### config.mk
export PLATFORM = sky130hd
export DESIGN_NAME = dpac_ctrl
export DESIGN_NICKNAME = d
export VERILOG_FILES = /design/src/design/dpac_pkg.sv /design/src/design/dpac_ctrl.sv
export SDC_FILE = /design/constraint.sdc
export NUM_CORES = 1
export LEC_CHECK = 0
export CAP_MARGIN = 20
export CORE_ASPECT_RATIO = 0.5
export CORE_MARGIN = 4
export CORE_UTILIZATION = 41
export CTS_BUF_LIST = sky130_fd_sc_hd__clkbuf_8
export DETAILED_ROUTE_END_ITERATION = 12
export DONT_BUFFER_PORTS = 1
export HOLD_SLACK_MARGIN = 0.03
export SYNTH_ARGS = -nofsm -noshare
export SYNTH_HDL_FRONTEND = slang
export SYNTH_SLANG_ARGS = --single-unit
### constraint.sdc
create_clock -name clk -period 2.6 [get_ports clk]
set_input_delay 0.65 -clock clk [delete_from_list [all_inputs] [get_ports clk]]
set_output_delay 0.65 -clock clk [all_outputs]
set_load 0.005 [all_outputs]
### src/design/dpac_pkg.sv
`timescale 1ns / 1ps
`default_nettype none

package dpac_pkg;

  // field widths
  localparam int ANGLE_W = 24;
  localparam int DT_W    = 16;
  localparam int GAIN_W  = 24;
  localparam int SKIP_W  = 8;
  localparam int DRIVE_W = 32;
  localparam int ERR_W   = 25;
  localparam int INTEG_W = 48;
  localparam int PROD_W  = 48;
  localparam int DMAG_W  = 25;
  localparam int QUO_W   = DMAG_W + DT_W;
  localparam int PART_W  = PROD_W + 4;
  localparam int TERM_W  = PART_W + 1;
  localparam int ACC_W   = 56;

  // configuration port
  localparam int CFG_IDX_W  = 3;
  localparam int CFG_DATA_W = 24;

  localparam logic [CFG_IDX_W-1:0] REG_PROP_GAIN    = 3'd0;
  localparam logic [CFG_IDX_W-1:0] REG_INTEG_GAIN   = 3'd1;
  localparam logic [CFG_IDX_W-1:0] REG_DERIV_SAME   = 3'd2;
  localparam logic [CFG_IDX_W-1:0] REG_DERIV_FLIP   = 3'd3;
  localparam logic [CFG_IDX_W-1:0] REG_SKIP_COUNT   = 3'd4;

  localparam logic [GAIN_W-1:0] PROP_GAIN_RST  = 24'd0;
  localparam logic [GAIN_W-1:0] INTEG_GAIN_RST = 24'd2560000;
  localparam logic [GAIN_W-1:0] DERIV_SAME_RST = 24'd3072;
  localparam logic [GAIN_W-1:0] DERIV_FLIP_RST = 24'd768;
  localparam logic [SKIP_W-1:0] SKIP_COUNT_RST = 8'd10;

  // one quotient bit per divider step
  localparam int DIV_STEPS = QUO_W;
  localparam int DIV_CNT_W = $clog2(DIV_STEPS);

  // weighted terms, accumulated in this order
  localparam int TSEL_W = 2;
  localparam logic [TSEL_W-1:0] TERM_PROP  = 2'd0;
  localparam logic [TSEL_W-1:0] TERM_INTEG = 2'd1;
  localparam logic [TSEL_W-1:0] TERM_DERIV = 2'd2;

  typedef struct packed {
    logic [GAIN_W-1:0] prop_gain;
    logic [GAIN_W-1:0] integ_gain;
    logic [GAIN_W-1:0] deriv_gain_same_sign;
    logic [GAIN_W-1:0] deriv_gain_sign_flip;
  } dpac_gains_t;

  typedef struct packed {
    logic              load;
    logic              calc_err;
    logic              mul_int;
    logic              add_int;
    logic              div_step;
    logic              mul_hi;
    logic              mul_lo;
    logic              acc;
    logic              sat;
    logic [TSEL_W-1:0] term;
  } dpac_cmd_t;

endpackage

`default_nettype wire

### src/design/dpac_ctrl.sv
`timescale 1ns / 1ps
`default_nettype none

module dpac_ctrl (
  input  wire logic                         clk,
  input  wire logic                         rst,
  input  wire logic                         in_valid,
  output logic                              in_ready,
  output logic                              out_valid,
  input  wire logic                         out_ready,
  input  wire logic [dpac_pkg::SKIP_W-1:0]  skip_count,
  output dpac_pkg::dpac_cmd_t               cmd
);
  import dpac_pkg::*;

  localparam logic [3:0] S_IDLE = 4'd0;
  localparam logic [3:0] S_ERR  = 4'd1;
  localparam logic [3:0] S_MINT = 4'd2;
  localparam logic [3:0] S_AINT = 4'd3;
  localparam logic [3:0] S_DIV  = 4'd4;
  localparam logic [3:0] S_MHI  = 4'd5;
  localparam logic [3:0] S_MLO  = 4'd6;
  localparam logic [3:0] S_ACC  = 4'd7;
  localparam logic [3:0] S_SAT  = 4'd8;

  localparam logic [DIV_CNT_W-1:0] DIV_LAST = DIV_CNT_W'(DIV_STEPS - 1);

  logic [3:0]           state, state_next;
  logic [SKIP_W-1:0]    tick_count, tick_count_next;
  logic [DIV_CNT_W-1:0] div_cnt, div_cnt_next;
  logic [TSEL_W-1:0]    term, term_next;
  logic                 accept;
  logic                 out_free;

  assign in_ready = (state == S_IDLE);
  assign accept   = in_valid && in_ready;
  assign out_free = !out_valid || out_ready;

  always_comb begin
    state_next      = state;
    tick_count_next = tick_count;
    div_cnt_next    = div_cnt;
    term_next       = term;
    cmd             = '0;
    cmd.term        = term;
    case (state)
      S_IDLE: begin
        if (accept) begin
          cmd.load = 1'b1;
          if (tick_count < skip_count) begin
            tick_count_next = tick_count + 1'b1;
          end else begin
            tick_count_next = '0;
            state_next      = S_ERR;
          end
        end
      end
      S_ERR: begin
        cmd.calc_err = 1'b1;
        state_next   = S_MINT;
      end
      S_MINT: begin
        cmd.mul_int = 1'b1;
        state_next  = S_AINT;
      end
      S_AINT: begin
        cmd.add_int  = 1'b1;
        div_cnt_next = '0;
        state_next   = S_DIV;
      end
      S_DIV: begin
        cmd.div_step = 1'b1;
        div_cnt_next = div_cnt + 1'b1;
        if (div_cnt == DIV_LAST) begin
          term_next  = TERM_PROP;
          state_next = S_MHI;
        end
      end
      S_MHI: begin
        cmd.mul_hi = 1'b1;
        state_next = S_MLO;
      end
      S_MLO: begin
        cmd.mul_lo = 1'b1;
        state_next = S_ACC;
      end
      S_ACC: begin
        cmd.acc = 1'b1;
        if (term == TERM_DERIV) begin
          state_next = S_SAT;
        end else begin
          term_next  = term + 1'b1;
          state_next = S_MHI;
        end
      end
      S_SAT: begin
        // hold until the result register is free
        if (out_free) begin
          cmd.sat    = 1'b1;
          state_next = S_IDLE;
        end
      end
      default: begin
        state_next = S_IDLE;
      end
    endcase
  end

  always_ff @(posedge clk) begin
    if (rst) begin
      state      <= S_IDLE;
      tick_count <= '0;
      div_cnt    <= '0;
      term       <= TERM_PROP;
      out_valid  <= 1'b0;
    end else begin
      state      <= state_next;
      tick_count <= tick_count_next;
      div_cnt    <= div_cnt_next;
      term       <= term_next;
      if (cmd.sat) begin
        out_valid <= 1'b1;
      end else if (out_ready) begin
        out_valid <= 1'b0;
      end
    end
  end

endmodule

`default_nettype wire

; After elaboration in Yosys (flattened, before gate mapping)
; Cells that the tools add are included.
[classes]
eq_ne = 15
magnitude_cmp = 1
n_reduce_logical = 10
muxes = 24
n_addsub = 3
[ops]
columns = cell, n
row1 = $pmux 4 s9, 1
row2 = $mux 4, 5
row3 = $eq 4x3->1 const B, 4
row4 = $mux 1, 13
row5 = $pmux 6 s2, 1
row6 = $add 8x1->8 const B, 1
row7 = $eq 4x2->1 const B, 2
row8 = $lt 8x8->1, 1
row9 = $mux 8, 1
row10 = $ne 2x2->1 const B, 4
row11 = $add 6x1->6 const B, 1
row12 = $eq 6x6->1 const B, 1
row13 = $reduce_bool 2->1, 3
row14 = $eq 4x1->1 const B, 1
row15 = $eq 4x4->1 const B, 1
row16 = $logic_not 4->1, 1
row17 = $mux 2, 2
row18 = $pmux 2 s2, 1
row19 = $reduce_and 4->1, 1
row20 = $reduce_and 3->1, 1
row21 = $add 2x1->2 const B, 1
row22 = $eq 2x2->1 const B, 1
row23 = $ne 2x1->1 const B, 1
row24 = $reduce_and 2->1, 1
row25 = other kinds (3), 3
[totals]
elab_cells = 58
inputBits = 12
regBits = 21
out_inout_bits = 13

; Logic depth before layout (Yosys ltp)
; Gate-level depths: netlist (run 1).
[depth]
depth_word = 5
depth_mapped = 7
ltp_nobuf = 7

; Worst setup path after synthesis (run 1)
; No wires, ideal clock.
[synth_path]
path_kind = input -> register
from = in skip_count[2] (netlist name)
to = reg tick_count[2]
arrival_ns = 2.011
path_stages = 7
required_time_ns = 2.540
path_slack_ns = 0.530
setup_time_ns = 0.060
path_buffers = 0
path_cell_list = inv_1 > ha_1 > a211o_1 > a31oi_1 > o31ai_2 > nor3_1 > a22o_1
[synth_via]
elab_chain_cells = 2
[synth_rtl]
columns = element, line_no
row1 = from (decl), dpac_ctrl.sv:11  ; input wire logic [dpac_pkg::SKIP_W-1:0] skip_count,
row2 = $lt 8x8->1, dpac_ctrl.sv:50  ; if (tick_count < skip_count) begin
row3 = $mux 8, dpac_ctrl.sv:50
row4 = to (signal assigned), dpac_ctrl.sv:118  ; tick_count <= tick_count_next;
row5 = to (decl), dpac_ctrl.sv:29  ; logic [SKIP_W-1:0] tick_count, tick_count_next;
; Every way passes these cells.
; A chain may end at the register's enable or synchronous reset.

==> flow_summary.ini, run 1 <==
[clock_tree]
clockRootBuffer = clkbuf_8
numCtsBuffers = 3
cts_hold_buf = 0
clk_pin_slew_ns = 0.08
post_cts_buffers = 0
cts_buffer_depth = 2
cts_tree = yes
htreeDepth = 1
insertion_delay_ns = 0.26
cts_sinks = 21
cts_resized = 0

[timing]
max_freq_mhz = 438
tightest_slew_ns = 0.653
slew-limit-headroom_pct = 56.2
finalSetupTns_ns = 0
setup_viol = 0
whs_ns = 0.449
hold_violations = 0
fin_crit_sh_pct = 87.8
grt_setup_unrepaired = no
drv_slew = 0
skew_ns = 0.00491
min_period_ns = 2.28
worst_slack_ns = 0.318

[yosys]
synthFlopType = dfxtp_1
syn_area_sq_mm = 0.00132
synth_cells = 157
yosysWarnings = 0
synth_cell_types = 45
synth_seq_cells = 21
avgSynthCellArea_sq_um = 8.42
async_flop_share_pct = 0
ys_seq_area_share_pct = 31.8
synth_edf_count = 0
syn_nets = 180

[routing]
wl_per_cell_um = 12.6
via_count = 1046
drtIter0Drc = 28
wirelength_um = 2460
ant_nets = 0
first_pass_iters = 4
via_per_inst = 5.36
drc = 0

[finish]
mostFrequentLayoutCell = dfxtp_1
final_cell_mix = dfxtp_1 (21), inv_1 (16), nor2_1 (14)
instances_no_fill = 195
drive_above_1_share_pct = 8.39
nets = 179
n_antenna_cell = 0
area_growth_pct = 4.92

[worst_setup_path]
r2r-end = tick_count[2]
r2r_cells = 6
cp_cell_sequence = or4b_2 -> nor2b_1
crit_required_ns = 1.95
endpoint = cmd[2]
reg2reg_slack_ns = 0.61
crit_path_max_fanout = 15
crit_path_start = state[0]
crit_path_end_kind = primary output
critPathLaunchType = flop
cp_slowest_cell = or4b_2
r2r-start = tick_count[2]
path_class = reg2out
cp.arrival_ns = 1.63
cpPeakStageDelay_ns = 0.73

[pwr]
p_int_uw = 527
power.leakage_nw = 0.595
pwr-share-clk_pct = 27.3
switchingPower_uw = 253
seq_power_share_pct = 51.3
ir_worst_vdd_uv = 246
power_frac_comb_pct = 21.4
p_sw_share_pct = 32.4
power_density_mw_per_mm2 = 563

[placed_design]
placed_cells = 191
dpl.hpwl_um = 1860
gp_congestion = 0.703
portBuffers = 0
preCtsSetupSlack_ns = 0.289

[floorplan]
start_util_pct = 43.3
coreArea_sq_mm = 0.00305
design.die.area_sq_mm = 0.00425
row_count = 14
die_w_um = 88.3
die_height_um = 48.1
io_pins = 25

[global_route]
antenna_found_initial = 0
grt_max_degree = 25
gr-total-overflow = 0
grt_pass1_wl_um = 3880
grt_pass1_vias = 802
grt_usage_pct = 11.9

[run]
drv_cap = 0

[worst_hold_path]
worstHoldStart = rst
hp-class = in2reg

[run_status]
status = finished clean
[worst max-delay path: cells and delay by family, from the launching register on]
family,cells,cell delay [ns]
simple gates,2,0.91
flops,1,0.47
[sequential cells by signal, indices dropped and copies added, names as in the netlist]
register    count
term            2
state           4
tick_count      8
div_cnt         6
out_valid       1
[Yosys cell counts (all sizes together), types with 4 or more instances]
cell	n	area share (%)
dfxtp	21	32
inv	16	4.5
nor2	15	4.8
a21oi	11	4.2
ha	11	10
nand2	10	3.0
nand3	6	2.7
o31ai	6	3.8
clkbuf	5	1.4
a211oi	4	2.3
a22o	4	2.7
nor2b	4	1.9
or3	4	1.9
[final cells by class]
| class | count | area, sq um |
|---|---|---|
| multi-input cells | 114 | 811 |
| clock buffers | 3 | 41.3 |
| fillers | 317 | 1660 |
| flip-flops and latches | 21 | 420 |
| clock inverters | 1 | 3.75 |
| well taps | 40 | 50.0 |
| inverters | 16 | 60.1 |
[routing by layer]
metal	GRT usage (%)	up-vias	part of all wire [%]
met5	0	-	0
met4	1.81	0	0
met3	4.38	0	3.9
met2	18.9	19	43
met1	16.2	468	53
li1	-	559	-
[worst min path at each step]
stage,to,slack (ns),cells after the start
finish,div_cnt[4],0.45,1
detailed placement,tick_count[1],0.48,2
floorplan,tick_count[1],0.46,2
global placement,tick_count[1],0.48,2
CTS,out_valid,0.44,1
global route,state[3],0.43,1
[cells by family (layout without fill, tap and decap cells)]
group	count (synthesis)	count (layout)	synth area share (%)
simple gates	65	65	30.0
mux	1	1	0.852
compound gates	36	36	19.4
xor+xnor	1	1	0.663
buf+inv	22	20	6.82
fa+ha+maj	11	11	10.4
flops	21	21	31.8
[power by group through the flow]
stage / clock (mW) / sequential [mW] / combinational [mW]
6_report: 0.213 / 0.400 / 0.167
3_3_place_gp: 0 / 0.406 / 0.167
3_5_place_dp: 0 / 0.408 / 0.169
5_1_grt: 0.239 / 0.408 / 0.189
2_1_floorplan: 0 / 0.375 / 0.171
4_1_cts: 0.225 / 0.400 / 0.170
[metrics by stage]
stage / total power, mW / area (sq um) / utilization [%]
final: 0.780 / 1390 / 45.5
after global routing: 0.836 / 1390 / 45.5
after CTS: 0.795 / 1390 / 45.5
after detailed placement: 0.577 / 1340 / 44.0
after global placement: 0.573 / 1340 / 44.0
after floorplan: 0.547 / 1320 / -
Power figures use the tool's default switching activity.
==> run 2, diff against run 1 <==
--- a/config.mk
+++ b/config.mk
@@ -12,6 +12,7 @@
 export CTS_BUF_LIST = sky130_fd_sc_hd__clkbuf_8
 export DETAILED_ROUTE_END_ITERATION = 12
 export DONT_BUFFER_PORTS = 1
+export GPL_ROUTABILITY_DRIVEN = 0
 export HOLD_SLACK_MARGIN = 0.03
 export SYNTH_ARGS = -nofsm -noshare
 export SYNTH_HDL_FRONTEND = slang
==> constraint.sdc (replaced) <==
create_clock -name clk -period 2.2 [get_ports clk]
set_input_delay 0.55 -clock clk [delete_from_list [all_inputs] [get_ports clk]]
set_output_delay 0.55 -clock clk [all_outputs]
set_load 0.005 [all_outputs]
==> run 2 against run 1 <==
  * Utilization up 1.2 points
  * Critical endpoint unchanged
  * Via count up 2.3%
  * First-iteration DRC count up 14%
==> flow_summary.ini, run 2 (synthesized netlist as in run 1, its figures left out) <==
[timing]
hold_violations = 0
max_freq_mhz = 476
slew-limit-headroom_pct = 56.3
grt_setup_unrepaired = no
skew_ns = 0.00340
tightest_slew_ns = 0.652
min_period_ns = 2.10
fin_crit_sh_pct = 95.5
setup_viol = 0
drv_slew = 0
finalSetupTns_ns = 0

[clock_tree]
cts_sinks = 21
htreeDepth = 1
cts_resized = 0
cts_buffer_depth = 2
cts_tree = yes
numCtsBuffers = 3
clockRootBuffer = clkbuf_8
insertion_delay_ns = 0.26
clk_pin_slew_ns = 0.07
cts_hold_buf = 0
post_cts_buffers = 0

[finish]
largest_register_ffs = 8
regMostFlops = tick_count
nets = 184
final_cell_mix = dfxtp_1 (21), inv_1 (16), nor2_1 (14)
fin_area_sq_mm = 0.00142
instances_no_fill = 200
mostFrequentLayoutCell = dfxtp_1
fillers = 312
final_util_pct = 46.7
drive_above_1_share_pct = 11.3
area_growth_pct = 7.77
n_antenna_cell = 0
reg_top3 = tick_count: 8 flops, div_cnt: 6 flops, state: 4 flops

[worst_setup_path]
critPathLaunchType = flop
path_class = reg2out
r2r-start = tick_count[2]
r2r-end = tick_count[4]
cp.arrival_ns = 1.55
crit_path_max_fanout = 8
crit_path_end_kind = primary output
r2r_cells = 6
reg2reg_slack_ns = 0.24
crit_required_ns = 1.65

[global_route]
grt_max_degree = 25
grt_pass1_vias = 910
grt_usage_pct = 12.7
antenna_found_initial = 0
gr-total-overflow = 0
grt_pass1_wl_um = 4120

[pwr]
power_density_mw_per_mm2 = 671
ir_worst_vdd_uv = 219
power.leakage_nw = 0.621

[routing]
first_pass_iters = 4
wl_per_cell_um = 12.5
drc = 0
drtIter0Drc = 32
via_count = 1070
ant_nets = 0
via_per_inst = 5.35
wirelength_um = 2510

[floorplan]
coreArea_sq_mm = 0.00305
io_pins = 25
die_height_um = 48.1
row_count = 14
die_w_um = 88.3
start_util_pct = 43.3
design.die.area_sq_mm = 0.00425

[placed_design]
placed_cells = 196
place_area_sq_mm = 0.00138
dpl.hpwl_um = 1940
portBuffers = 0

[worst_hold_path]
hp-class = in2reg
hold-path-endpoint = out_valid
min_path_cells = 1
worstHoldStart = rst

[run]
drv_cap = 0

[run_status]
status = finished clean
## run 2: cell types whose count changed in the layout (fill, tap and decap cells not counted)
cell,before,now
buf_4,0,5
## run 2: per-stage QoR
stage / setup slack, ns / hold WS, ns / power, mW
global placement: 0.0444 / 0.478 / 0.720
global route: 0.0129 / 0.337 / 1.02
finish: 0.0998 / 0.352 / 0.955
detailed placement: 0.0102 / 0.482 / 0.724
floorplan: 0.230 / 0.461 / 0.646
CTS: 0.0866 / 0.343 / 0.973
## run 2: how the worst max path moves through the flow
stage,start,endpoint,cells past startpoint
4_1_cts,state[3],cmd[2],2
3_3_place_gp,skip_count[2],tick_count[3],7
5_1_grt,state[3],cmd[2],2
2_1_floorplan,skip_count[2],tick_count[2],7
6_report,state[3],cmd[2],2
3_5_place_dp,skip_count[2],tick_count[4],7
## run 2: worst max-delay path: stages, from the launching register on
cell	delay (ns)
dfxtp_1	0.46
or4b_2	0.65
nor2b_1	0.18
## run 2: per-layer routing
layer  global-route usage (%)  up-vias  share of wire, %
met5                        0        -                 0
met4                     3.61        0               1.2
met3                     3.88        5               3.3
met2                     19.9       21                44
met1                     17.2      473                52
li1                         -      571                 -
## run 2: layout make-up
class	count	area (sq um)	area share (%)
Clock buffer	3	41.3	2.90
Clock inverter	1	3.75	0.264
Inverter	16	60.1	4.22
Multi-Input combinational cell	114	811	56.9
Sequential cell	21	420	29.5
Tap cell	40	50.0	3.51
Timing Repair Buffer	5	37.5	2.64
## run 2: report_power, final
group          leakage (nW)  internal, mW  switching, mW
registers             0.170         0.407         0.0319
clock network        0.0269         0.124          0.120
logic                 0.424         0.127          0.145
total                 0.621         0.658          0.297
==> run 3, diff against run 2 <==
--- a/config.mk
+++ b/config.mk
@@ -6,7 +6,6 @@
 export NUM_CORES = 1
 export LEC_CHECK = 0
 export CAP_MARGIN = 20
-export CORE_ASPECT_RATIO = 0.5
 export CORE_MARGIN = 4
 export CORE_UTILIZATION = 41
 export CTS_BUF_LIST = sky130_fd_sc_hd__clkbuf_8
==> run 3 against run 2 <==
  * Hold slack better by 0.0061 ns
  * First-iteration DRC count increased by 88%
  * Combinational power fell by 6%
  * Routed wire length is 4.0% higher
  * Clock power hardly changed
  * Die area shrank 1.3%
  * Critical path depth unchanged
==> flow_summary.ini, run 3 (synthesized netlist as in run 1, its figures left out) <==
[timing]
max_freq_mhz = 478
hold_violations = 0
finalSetupTns_ns = 0
slew-limit-headroom_pct = 54.9
skew_ns = 0.00194
tightest_slew_ns = 0.673
min_period_ns = 2.09
drv_slew = 0
grt_setup_unrepaired = no
setup_viol = 0
worst_slack_ns = 0.110
fin_crit_sh_pct = 95.0

[run_status]
status = finished clean

[placed_design]
portBuffers = 0
dpl.hpwl_um = 2010
place_area_sq_mm = 0.00137
preCtsSetupSlack_ns = -0.00101

[global_route]
grt_pass1_wl_um = 4510
grt_pass1_vias = 996
grt_max_degree = 25
gr-total-overflow = 0
grt_usage_pct = 13.1
antenna_found_initial = 0

[clock_tree]
htreeDepth = 1
cts_tree = yes
numCtsBuffers = 3
clockRootBuffer = clkbuf_8
clk_pin_slew_ns = 0.08
cts_sinks = 21
post_cts_buffers = 0
cts_buffer_depth = 2
insertion_delay_ns = 0.25

[worst_setup_path]
crit_path_end_kind = primary output
cp_cell_sequence = or4b_2 -> nor2b_1
crit_required_ns = 1.65
critPathLaunchType = flop
cpPeakStageDelay_ns = 0.72
path_class = reg2out
cp.arrival_ns = 1.54
crit_path_max_fanout = 13
path_buf_inv = 0
crit_family = simple AND/OR/NAND/NOR gates
cp_slowest_cell = or4b_2

[routing]
drtIter0Drc = 60
first_pass_iters = 4
via_per_inst = 5.39
wirelength_um = 2610
ant_nets = 0
wl_per_cell_um = 12.9
via_count = 1089
drc = 0

[finish]
n_antenna_cell = 0
reg_top3 = tick_count: 8 flops, div_cnt: 6 flops, state: 4 flops
final_cell_mix = dfxtp_1 (20), inv_1 (16), nor2_1 (14)
mostFrequentLayoutCell = dfxtp_1
fin_area_sq_mm = 0.00142
regMostFlops = tick_count
nets = 182
drive_above_1_share_pct = 10.8
largest_register_ffs = 8
area_growth_pct = 7.10

[floorplan]
design.die.area_sq_mm = 0.00419
die_w_um = 64.8
die_height_um = 64.8
io_pins = 25
start_util_pct = 42.9
coreArea_sq_mm = 0.00308
row_count = 20

[pwr]
power.leakage_nw = 0.611
ir_worst_vdd_uv = 449
power_density_mw_per_mm2 = 662

[run]
drv_cap = 0

[worst_hold_path]
hp-class = in2reg
==> run 3: cell type report <==
cell class | instances | area (sq um)
Multi-Input combinational cell | 114 | 811
Clock inverter | 1 | 3.75
Timing Repair Buffer | 3 | 22.5
Tap cell | 44 | 55.1
Clock buffer | 3 | 41.3
Inverter | 16 | 60.1
Sequential cell | 21 | 422
Fill cell | 322 | 1660
==> run 3: power breakdown <==
group / switching [mW] / internal (mW)
Sequential: 0.0295 / 0.407
Combinational: 0.146 / 0.109
Clock: 0.121 / 0.124
==> run 3: path summary, 6_finish.rpt <==
path                       from       endpoint  slack [ns]  cells after the start
hold / removal              rst     div_cnt[4]        0.36                      1
hold reg to reg   tick_count[0]  tick_count[0]        0.50                      2
setup reg to reg  tick_count[5]  tick_count[2]        0.18                      6
setup / recovery       state[2]         cmd[2]        0.11                      2
==> run 3: what timing repair did <==
| action | in CTS | in global routing |
|---|---|---|
| hold buffers | 0 | 0 |
| gates resized for setup | 0 | 1 |
| setup endpoints to repair | 0 | 2 |
==> run 3: metrics by stage <==
stage	utilization, %	hold WS [ns]	power, mW	instances
after detailed placement	44.5	0.494	0.704	198
after floorplan	-	0.461	0.646	157
after global placement	44.5	0.477	0.694	198
after global routing	46.0	0.346	1.01	202
final	46.0	0.358	0.936	202
after CTS	45.9	0.349	0.949	202
==> run 3: per-layer routing <==
metal	share of wire, %	wire length (um)	track usage [%]	vias to the layer above
li1	-	-	-	566
met1	47	1230	16.1	501
met2	48	1250	22.6	20
met3	4.0	103	2.95	2
met4	0.88	23	3.96	0
met5	0	0	0	-
